$ cat config.mk
export PLATFORM = sky130hd
export DESIGN_NAME = register_run_allocator
export DESIGN_NICKNAME = d
export VERILOG_FILES = /design/src/hw/rtl/rra_pkg.sv /design/src/hw/rtl/rra_ctrl.sv /design/src/hw/rtl/rra_datapath.sv /design/src/hw/rtl/register_run_allocator.sv
export SDC_FILE = /design/constraint.sdc
export NUM_CORES = 1
export LEC_CHECK = 0
export BUFFER_PORTS_ARGS = -buffer_cell sky130_fd_sc_hd__buf_2
export CAP_MARGIN = 20
export CORE_ASPECT_RATIO = 0.8
export CORE_MARGIN = 10
export CORE_UTILIZATION = 66
export CTS_CLUSTER_DIAMETER = 80
export CTS_CLUSTER_SIZE = 24
export DETAILED_ROUTE_END_ITERATION = 12
export PLACE_DENSITY = 0.9
export SLEW_MARGIN = 20
export SYNTH_ARGS = -nofsm -noshare
export SYNTH_HDL_FRONTEND = slang
export SYNTH_SLANG_ARGS = --single-unit
$ cat constraint.sdc
create_clock -name clk -period 12.9 [get_ports clk]
set_input_delay 2.58 -clock clk [delete_from_list [all_inputs] [get_ports clk]]
set_output_delay 2.58 -clock clk [all_outputs]
set_load 0.02 [all_outputs]
$ cat src/hw/rtl/rra_pkg.sv
// Shared types, constants and helpers for the register run allocator.
`default_nettype none

package rra_pkg;

    localparam int NUM_REGS   = 64;
    localparam int MAX_WIDTH  = 4;
    localparam int ALIGN_UNIT = 2;

    localparam int MODE_W  = 2;
    localparam int WIDTH_W = 3;
    localparam int IDX_W   = 6;
    localparam int MASK_W  = 64;
    // bitmap plus guard bits so a run starting at the top index never wraps
    localparam int EXT_W   = (1 << IDX_W) + MAX_WIDTH;

    localparam logic [MODE_W-1:0] MODE_START = 2'd0;
    localparam logic [MODE_W-1:0] MODE_USE   = 2'd1;
    localparam logic [MODE_W-1:0] MODE_DEF   = 2'd2;

    typedef struct packed {
        logic [MODE_W-1:0]  mode;
        logic [WIDTH_W-1:0] width;
        logic               is_fixed;
        logic [IDX_W-1:0]   reg_index;
    } req_t;

    typedef struct packed {
        logic [IDX_W-1:0] assigned_index;
        logic             found;
        logic             fixed_conflict;
    } rsp_t;

    typedef struct packed {
        logic capture;
        logic commit;
    } ctrl_cmd_t;

    function automatic logic [WIDTH_W-1:0] clamp_width(input logic [WIDTH_W-1:0] w);
        logic [WIDTH_W-1:0] res;
        res = w;
        if (w == '0) begin
            res = WIDTH_W'(1);
        end else if (w > WIDTH_W'(MAX_WIDTH)) begin
            res = WIDTH_W'(MAX_WIDTH);
        end
        return res;
    endfunction

endpackage

`default_nettype wire

$ cat src/hw/rtl/rra_ctrl.sv
// Controller: sequences capture and commit of one item and drives busy/done.
`default_nettype none

module rra_ctrl (
    input  wire logic              clk,
    input  wire logic              rst_n,
    input  wire logic              start,
    output logic                   busy,
    output logic                   done,
    output rra_pkg::ctrl_cmd_t     cmd
);

    typedef enum logic {
        IDLE,
        WORK
    } state_t;

    state_t state_reg, state_next;
    logic   done_reg, done_next;

    always_comb begin
        state_next  = state_reg;
        done_next   = 1'b0;
        cmd.capture = 1'b0;
        cmd.commit  = 1'b0;
        case (state_reg)
            IDLE: begin
                if (start) begin
                    cmd.capture = 1'b1;
                    state_next  = WORK;
                end
            end
            WORK: begin
                cmd.commit = 1'b1;
                done_next  = 1'b1;
                state_next = IDLE;
            end
            default: begin
                state_next = IDLE;
            end
        endcase
    end

    always_ff @(posedge clk or negedge rst_n) begin
        if (!rst_n) begin
            state_reg <= IDLE;
            done_reg  <= 1'b0;
        end else begin
            state_reg <= state_next;
            done_reg  <= done_next;
        end
    end

    assign busy = (state_reg == WORK);
    assign done = done_reg;

    a_capture_then_busy: assert property (@(posedge clk) disable iff (!rst_n)
        cmd.capture |=> busy)
        else $error("accepted item did not enter work state");

    a_work_then_done: assert property (@(posedge clk) disable iff (!rst_n)
        busy |=> done)
        else $error("work cycle produced no result strobe");

    a_done_single: assert property (@(posedge clk) disable iff (!rst_n)
        done |=> !done)
        else $error("result strobe longer than one cycle");

    a_done_from_commit: assert property (@(posedge clk) disable iff (!rst_n)
        done |-> !busy)
        else $error("result strobe while still busy");

endmodule

`default_nettype wire

$ cat src/hw/rtl/rra_datapath.sv
// Datapath: free bitmap, fit vector, priority search and result registers.
`default_nettype none

module rra_datapath (
    input  wire logic                         clk,
    input  wire logic                         rst_n,
    input  wire rra_pkg::ctrl_cmd_t           cmd,
    input  wire rra_pkg::req_t                request,
    input  wire logic                         cfg_we,
    input  wire logic [rra_pkg::MASK_W-1:0]   cfg_data,
    output rra_pkg::rsp_t                     result
);

    localparam int N  = rra_pkg::NUM_REGS;
    localparam int EW = rra_pkg::EXT_W;

    logic [rra_pkg::MASK_W-1:0]  mask_reg;
    logic [N-1:0]                free_map_reg, free_map_next;
    logic [N-1:0]                fits_reg, fits_next;
    logic [rra_pkg::MODE_W-1:0]  mode_reg;
    logic [rra_pkg::WIDTH_W-1:0] width_reg;
    logic                        fixed_reg;
    logic [rra_pkg::IDX_W-1:0]   base_reg;
    rra_pkg::rsp_t               result_reg, result_next;

    logic [EW-1:0]               free_ext;
    logic [rra_pkg::WIDTH_W-1:0] width_in;
    logic [rra_pkg::IDX_W-1:0]   enc_idx;
    logic                        any_fit;
    logic [rra_pkg::IDX_W-1:0]   run_pos;
    logic [EW-1:0]               low_ext;
    logic [EW-1:0]               run_ext;
    logic [N-1:0]                run_map;
    logic                        conflict;

    assign free_ext = {{(EW - N){1'b0}}, free_map_reg};
    assign width_in = rra_pkg::clamp_width(request.width);

    // fit vector for every start index, built from the item at capture
    always_comb begin
        logic ok;
        fits_next = '0;
        for (int s = 0; s < N; s++) begin
            ok = 1'b1;
            if (width_in > rra_pkg::WIDTH_W'(1) && (s % rra_pkg::ALIGN_UNIT) != 0) begin
                ok = 1'b0;
            end
            for (int i = 0; i < rra_pkg::MAX_WIDTH; i++) begin
                if (rra_pkg::WIDTH_W'(i) < width_in && !free_ext[s + i]) begin
                    ok = 1'b0;
                end
            end
            fits_next[s] = ok;
        end
    end

    // lowest fitting start
    always_comb begin
        enc_idx = '0;
        for (int s = N - 1; s >= 0; s--) begin
            if (fits_reg[s]) begin
                enc_idx = rra_pkg::IDX_W'(s);
            end
        end
    end

    assign any_fit = |fits_reg;
    assign run_pos = (mode_reg == rra_pkg::MODE_DEF && !fixed_reg) ? enc_idx : base_reg;

    always_comb begin
        low_ext = '0;
        for (int i = 0; i < rra_pkg::MAX_WIDTH; i++) begin
            low_ext[i] = (rra_pkg::WIDTH_W'(i) < width_reg);
        end
    end

    assign run_ext  = low_ext << run_pos;
    assign run_map  = run_ext[N-1:0];
    // registers beyond the bitmap count as busy
    assign conflict = |(run_ext & ~free_ext);

    always_comb begin
        free_map_next = free_map_reg;
        result_next   = '0;
        case (mode_reg)
            rra_pkg::MODE_START: begin
                free_map_next = mask_reg[N-1:0];
            end
            rra_pkg::MODE_USE: begin
                free_map_next = free_map_reg | run_map;
            end
            rra_pkg::MODE_DEF: begin
                if (fixed_reg) begin
                    free_map_next              = free_map_reg & ~run_map;
                    result_next.assigned_index = base_reg;
                    result_next.found          = 1'b1;
                    result_next.fixed_conflict = conflict;
                end else if (any_fit) begin
                    free_map_next              = free_map_reg & ~run_map;
                    result_next.assigned_index = enc_idx;
                    result_next.found          = 1'b1;
                end
            end
            default: begin
                free_map_next = free_map_reg;
            end
        endcase
    end

    always_ff @(posedge clk or negedge rst_n) begin
        if (!rst_n) begin
            mask_reg     <= '1;
            free_map_reg <= '0;
        end else begin
            if (cfg_we) begin
                mask_reg <= cfg_data;
            end
            if (cmd.commit) begin
                free_map_reg <= free_map_next;
            end
        end
    end

    // hold item fields and fit vector for the commit cycle
    always_ff @(posedge clk) begin
        if (cmd.capture) begin
            mode_reg  <= request.mode;
            width_reg <= width_in;
            fixed_reg <= request.is_fixed;
            base_reg  <= request.reg_index;
            fits_reg  <= fits_next;
        end
        if (cmd.commit) begin
            result_reg <= result_next;
        end
    end

    assign result = result_reg;

endmodule

`default_nettype wire

$ cat src/hw/rtl/register_run_allocator.sv
// Top level of the register run allocator.
//
// An item is accepted when start is high and busy is low; busy then stays high
// for one cycle, and the result appears with done high for exactly one cycle.
// A new item may be started in the same cycle that done is shown. At capture a
// fit vector for all start indices is registered from the free bitmap; in the
// work state it is priority-encoded and the bitmap is updated. Results cannot
// be held off; sample result whenever done is high. The allocatable mask is
// written through cfg_valid/cfg_data (cfg_ready is always high); the user must
// write it only while no item is in flight, which the block itself does not
// enforce. It takes effect at the next block start.
`default_nettype none

module register_run_allocator (
    input  wire logic                        clk,
    input  wire logic                        rst_n,
    input  wire logic                        start,
    output logic                             busy,
    input  wire rra_pkg::req_t               request,
    output logic                             done,
    output rra_pkg::rsp_t                    result,
    input  wire logic                        cfg_valid,
    output logic                             cfg_ready,
    input  wire logic [rra_pkg::MASK_W-1:0]  cfg_data
);

    rra_pkg::ctrl_cmd_t cmd;

    assign cfg_ready = 1'b1;

    rra_ctrl u_ctrl (
        .clk   (clk),
        .rst_n (rst_n),
        .start (start),
        .busy  (busy),
        .done  (done),
        .cmd   (cmd)
    );

    rra_datapath u_datapath (
        .clk      (clk),
        .rst_n    (rst_n),
        .cmd      (cmd),
        .request  (request),
        .cfg_we   (cfg_valid & cfg_ready),
        .cfg_data (cfg_data),
        .result   (result)
    );

endmodule

`default_nettype wire

==> results of run 1 <==
Yosys cell counts (all sizes together) (35+ instances only):
cell type / n / area (um2)
a21oi: 194 / 986
nor2: 106 / 408
edfxtp: 84 / 2520
o21ai: 80 / 400
nand2: 78 / 293
clkbuf: 66 / 248
dfrtp: 66 / 1650
mux2: 66 / 743
dfstp: 64 / 1680
nor3: 51 / 260
inv: 46 / 173
o22ai: 35 / 219
worst paths after layout:
path	start	end	slack [ns]	cells past startpoint
max	u_datapath.mode_reg[0]	u_datapath.result[0]	8.00	14
min	u_datapath.mask_reg[46]	u_datapath.free_map_reg[46]	0.55	2
max reg2reg	u_datapath.mode_reg[0]	u_datapath.result[0]	8.00	14
min reg2reg	u_datapath.mask_reg[46]	u_datapath.free_map_reg[46]	0.55	2
max in group asynchronous	rst_n	u_datapath.free_map_reg[4]	9.34	2
min in group asynchronous	rst_n	u_datapath.free_map_reg[63]	2.15	1
routing by layer:
| layer | wire length [um] | GRT usage (%) | share of wire [%] |
|---|---|---|---|
| met5 | 0 | 0 | 0 |
| met4 | 1360 | 10.5 | 3.3 |
| met3 | 5920 | 9.18 | 14 |
| met2 | 17700 | 48.4 | 43 |
| met1 | 16200 | 47.1 | 39 |
stage by stage:
stage          setup slack [ns]  instances  cell area (um2)
6_report                   8.00       1533            13000
4_1_cts                    8.16       1533            13000
2_1_floorplan              6.45       1262            12100
3_3_place_gp               8.20       1513            12600
3_5_place_dp               8.16       1513            12600
5_1_grt                    7.79       1533            13000
layout make-up:
cell class | count | area [um2]
clock inverter | 1 | 3.75
clock buffer | 19 | 348
tap | 230 | 288
multi-input combinational | 920 | 5780
fill | 1329 | 5110
inverter | 46 | 173
timing repair buffer | 103 | 553
sequential | 214 | 5860
critical path: stages (launching register included):
cell and delay (ns):
edfxtp_1 0.44, inv_1 0.08, ha_2 0.15, buf_4 0.58
nand2b_1 0.48, a21boi_0 0.36, o2111ai_1 0.16, o211ai_1 0.22
a21oi_1 0.20, o211ai_1 0.28, nand2_1 0.11, a21oi_1 0.86
o32ai_1 0.17, nor4_1 0.41, a31oi_1 0.15
placed cells by master (no fill, tap or decap), types with 18 or more instances in the layout:
| cell | Yosys | routed |
|---|---|---|
| a21oi_1 | 192 | 191 |
| nor2_1 | 104 | 104 |
| buf_2 | 6 | 88 |
| edfxtp_1 | 84 | 84 |
| nand2_1 | 78 | 78 |
| o21ai_0 | 73 | 73 |
| mux2_2 | 66 | 66 |
| dfrtp_1 | 66 | 66 |
| dfstp_2 | 64 | 64 |
| nor3_1 | 50 | 50 |
| inv_1 | 46 | 46 |
| o22ai_1 | 35 | 35 |
| a211oi_1 | 22 | 22 |
| nor4_1 | 19 | 19 |
| nor2b_1 | 19 | 18 |
| o31ai_1 | 18 | 18 |
power by group:
group / internal, mW / switching (mW)
Clock: 0.188 / 0.220
Sequential: 0.809 / 0.139
Combinational: 0.139 / 0.239
kinds of logic (layout without fill, tap and decap cells):
logic type,after synthesis,after routing,synth area share (%)
buffers and inverters,128,169,4.15
adder cells (fa/ha/maj),5,5,0.496
other,1,1,0.0310
flip-flops,214,214,48.3
XOR/XNOR,1,1,0.134
multiplexers,77,77,7.04
AO/OA/AOI/OAI,482,482,25.2
AND/OR/NAND/NOR,354,354,14.6
==> flow_summary.json, run 1 <==
{
  "holdWs_ns": 0.549,
  "grt-ovfl-total": 0,
  "die_area_mm2": 0.0242,
  "ctsResizeCount": 0,
  "leakagePower_nw": 4.92,
  "cts_root_buf": "clkbuf_16",
  "fin_util_pct": 71.8,
  "postCtsSetupRepairBufs": 0,
  "cp_data_arrival_time_ns": 5.13,
  "io_buffers": 89,
  "grt_max_degree": 78,
  "fmax_mhz": 204,
  "drtPass1Iterations": 6,
  "synth_cells": 1262,
  "grt_pass1_wl_um": 62400,
  "h-tree-depth": 1,
  "grt_pass1_vias": 10500,
  "maxCapViolCount": 0,
  "worst_pin_slew_ns": 1.08,
  "insertion_delay_ns": 0.49,
  "coreArea_mm2": 0.0181,
  "slew_violations": 0,
  "syn-num-nets": 1345,
  "die_h_um": 141,
  "finalSetupTns_ns": 0,
  "hold_violations": 0,
  "slew_headroom_pct": 27.7,
  "finalSetupViolations": 0,
  "grt.total_usage_pct": 33.3,
  "viasPerCell": 7.30,
  "detail-route-antenna-nets": 0,
  "drt_iter0_drc": 1854,
  "power_density_mw_per_mm2": 133,
  "outcome": "completed",
  "crit_type": "register to register",
  "initial_core_util_pct": 66.9,
  "worstPathMaxFanout": 70,
  "synthesis.area_mm2": 0.0121,
  "critPathLaunchType": "register",
  "wirelength_um": 41200,
  "wl_per_cell_um": 26.9,
  "ys_ff_latch": 214,
  "antenna_found_initial": 1,
  "skew_ns": 0.0313,
  "layout.nets": 1380,
  "avgSynthCellArea_um2": 9.60,
  "clk_path_buf_depth": 3,
  "cts_tree": "built",
  "ir_drop_v": 0.000135,
  "cts_made_buffers": 12,
  "ys_seq_area_share_pct": 48.3,
  "drive_gt1_share_pct": 21.1,
  "rsz0062_at_grt": "no",
  "hpwl_um": 29500,
  "chipWidth_um": 171,
  "synthArstFlopShare_pct": 60.7,
  "fin_crit_sh_pct": 38.0,
  "worst_ep_required_time_ns": 13.12,
  "area_growth_pct": 7.30,
  "min_period_ns": 4.90,
  "synthDistinctLibCells": 83,
  "n_antenna_cell": 0,
  "rows": 44,
  "yosysWarnings": 0,
  "drc": 0,
  "io_pins": 91,
  "synth_edf_count": 84,
  "cts.sinks": 214,
  "clkTransAtPathRegs_ns": 0.10,
  "endpoint_kind": "register",
  "gp_congestion": 1.02,
  "postCtsHoldBufs": 0,
  "total_power_mw": 1.73,
  "ys.flop_type": "edfxtp_1",
  "vias": 11200,
  "hold_path_class": "register to register"
}
Note: power is estimated with default switching activity, not from simulation.
==> run 2: changes to the inputs <==
ABC_AREA = 1   (was not set)
CORE_UTILIZATION = 55   (was 66)
PLACE_DENSITY = 0.81   (was 0.9)
clock period = 4.33 ns   (was 12.9 ns; I/O delays follow)
==> run 2 against run 1 <==
  * The run now ends with negative setup slack left
  * Register-to-register slack lost 8.8 ns
  * Clock skew rose by 0.0058 ns
  * Final area grew 7.0%
  * First-iteration DRC count down 15%
  * Worst setup slack lost 8.8 ns
  * Synthesized cell count rose by 12%
  * Sequential share of layout area down 3.0 points
  * Clock power grew to 3.2 times the previous value
  * Critical path type unchanged
  * Sequential power increased to 2.8 times the previous value
==> flow_summary.json, run 2 <==
{
  "outcome": "finished with violations",
  "violations": "negative setup slack",
  "yosysWarnings": 0,
  "crit_family": "simple AND/OR/NAND/NOR gates",
  "initial_core_util_pct": 55.9,
  "fmax_mhz": 197,
  "cts.sinks": 214,
  "ys_ff_latch": 214,
  "clk_path_buf_depth": 3,
  "hold_path_class": "input pin to asynchronous set/reset pin",
  "leakagePower_nw": 6.08,
  "final_common_cell": "nand2_1",
  "fin_crit_sh_pct": 118,
  "synthDistinctLibCells": 40,
  "viasPerCell": 6.13,
  "h-tree-depth": 1,
  "worst_pin_slew_ns": 0.998,
  "fin_util_pct": 64.7,
  "critPathLaunchType": "register",
  "grtUsageMet3_pct": 7.20,
  "grt.total_usage_pct": 27.4,
  "r2r_start": "u_datapath.fits_reg[60]",
  "grt_use_met2_pct": 37.7,
  "p_comb_share_pct": 25.5,
  "postCtsHoldBufs": 0,
  "synth_top_family_by_area": "simple AND/OR/NAND/NOR gates",
  "crit_type": "register to register",
  "rrSetupSlack_ns": -0.76,
  "synth-xor-area-share_pct": 0,
  "avgSynthCellArea_um2": 8.47,
  "wl_per_cell_um": 21.9,
  "drive_gt1_share_pct": 26.9,
  "coreArea_mm2": 0.0215,
  "synthesis.area_mm2": 0.0120,
  "skew_ns": 0.0371,
  "io_pins": 91,
  "crit_path_max_incr_delay_ns": 0.44,
  "grt_pass1_vias": 10600,
  "io_buffers": 89,
  "synth_compound_area_share_pct": 18.5,
  "cts_made_buffers": 13,
  "ys.flop_type": "edfxtp_1",
  "synth_fa_ha_area_share_pct": 0.312,
  "power_density_mw_per_mm2": 378,
  "hpwl_um": 28700,
  "yosysMostFrequentCell": "nand2_1",
  "muxShareOfSynthArea_pct": 5.06,
  "drt_iter0_drc": 1575,
  "p_sw_share_pct": 33.9,
  "hold_violations": 0,
  "grt-ovfl-total": 0,
  "synth-simple-area-share_pct": 18.7,
  "met1_usage_pct": 40.0,
  "total_power_mw": 5.25,
  "min_period_ns": 5.09,
  "worstPathMaxFanout": 7,
  "wirelength_um": 39500,
  "syn-num-nets": 1502,
  "cp_slowest_cell": "edfxtp_1",
  "n_antenna_cell": 0,
  "synth_common_cells": "205 x nand2_1, 178 x inv_1, 170 x nor2_1",
  "area_growth_pct": 15.8,
  "cts_root_buf": "clkbuf_16",
  "rows": 48,
  "ir_drop_v": 0.000358,
  "chipWidth_um": 185,
  "synth_cells": 1419,
  "r2r_cells": 73,
  "cp_num_buf_inv": 4,
  "rsz0062_at_grt": "yes",
  "p_seq_share_pct": 49.8,
  "clkPwrFrac_pct": 24.7,
  "grt_max_degree": 86,
  "netlist.area_leader.share_pct": 21.0,
  "p_switching_mw": 1.78,
  "antenna_found_initial": 0,
  "finalSetupTns_ns": -36.10,
  "maxCapViolCount": 0,
  "yosysTopAreaCell": "edfxtp_1",
  "cp_data_arrival_time_ns": 5.49,
  "slew_violations": 0,
  "finalWorstSetupSlack_ns": -0.759,
  "layout.nets": 1607,
  "slew_headroom_pct": 33.2,
  "grt_busiest_layer": "met1",
  "insertion_delay_ns": 0.49,
  "detail-route-antenna-nets": 0,
  "ys_seq_area_share_pct": 48.7,
  "die_area_mm2": 0.0282,
  "drtPass1Iterations": 5,
  "drc": 0,
  "cp_common_cell": "nand2_1",
  "synth_edf_count": 84,
  "grt_pass1_wl_um": 61000,
  "fill_cells": 1830,
  "synthArstFlopShare_pct": 60.7,
  "gp_congestion": 1.04,
  "r2r-end": "u_datapath.free_map_reg[19]",
  "vias": 11100,
  "cts_tree": "built",
  "die_h_um": 152,
  "p_int_mw": 3.47,
  "layout_common_cells": "193 x nand2_1, 169 x inv_1, 144 x nor2_1",
  "worst_ep_required_time_ns": 4.73,
  "endpoint_kind": "register",
  "finalSetupViolations": 65,
  "synth.area.top_cells": "edfxtp_1 21%, dfstp_2 14%, dfrtp_1 14%",
  "clkTransAtPathRegs_ns": 0.10
}
==> run 2: metal layers <==
layer / routed length (um) / vias to the layer above
met5: 0 / -
met4: 1670 / 0
met3: 4210 / 97
met2: 16500 / 606
met1: 17100 / 5295
li1: - / 5074
==> run 2: repair_timing <==
item,in CTS,in global routing
gates resized for setup,68,27
setup buffers,5,3
setup endpoints to repair,65,66
pin swaps,18,19
hold endpoints to repair,0,0
==> run 2: cells by family after synthesis <==
logic type | Yosys count
and+or+nand+nor | 517
AOI/OAI and AO/OA | 358
buffers and inverters | 272
DFF | 214
muxes | 54
adders and majority gates | 3
other | 1
==> run 2: stage by stage <==
stage	cell area, um2	hold slack [ns]	instances	setup WS, ns
finish	13900	0.479	1805	-0.759
global route	13900	0.521	1805	-1.52
CTS	13800	0.493	1802	-0.675
detailed placement	13100	0.478	1776	-0.741
global placement	13100	0.469	1776	-0.682
floorplan	12000	0.454	1419	-0.0630
==> run 2: worst max-delay path by stage <==
stage | from | to | slack, ns | cells past startpoint
after CTS | u_datapath.fits_reg[62] | u_datapath.free_map_reg[19] | -0.67 | 75
final | u_datapath.fits_reg[60] | u_datapath.free_map_reg[19] | -0.76 | 73
after detailed placement | u_datapath.fits_reg[62] | u_datapath.result[0] | -0.74 | 79
after floorplan | u_datapath.fits_reg[62] | u_datapath.result[0] | -0.06 | 78
after global placement | u_datapath.fits_reg[62] | u_datapath.result[0] | -0.68 | 79
after global routing | u_datapath.fits_reg[62] | u_datapath.result[0] | -1.52 | 79
==> run 2: power groups by stage <==
stage / Sequential [mW] / Combinational [mW] / Clock (mW)
detailed placement: 2.64 / 1.24 / 0
global route: 2.64 / 1.44 / 1.39
CTS: 2.61 / 1.28 / 1.32
finish: 2.62 / 1.34 / 1.30
floorplan: 2.59 / 0.761 / 0
global placement: 2.63 / 1.22 / 0
==> run 2: area by class of cell <==
type / count / area [um2] / share of cell area (%)
multi-input combinational: 933 / 5480 / 39.4
clock buffer: 18 / 365 / 2.63
clock inverter: 3 / 28.8 / 0.207
inverter: 188 / 706 / 5.07
tap: 275 / 344 / 2.47
timing repair buffer: 174 / 1130 / 8.14
sequential: 214 / 5860 / 42.1
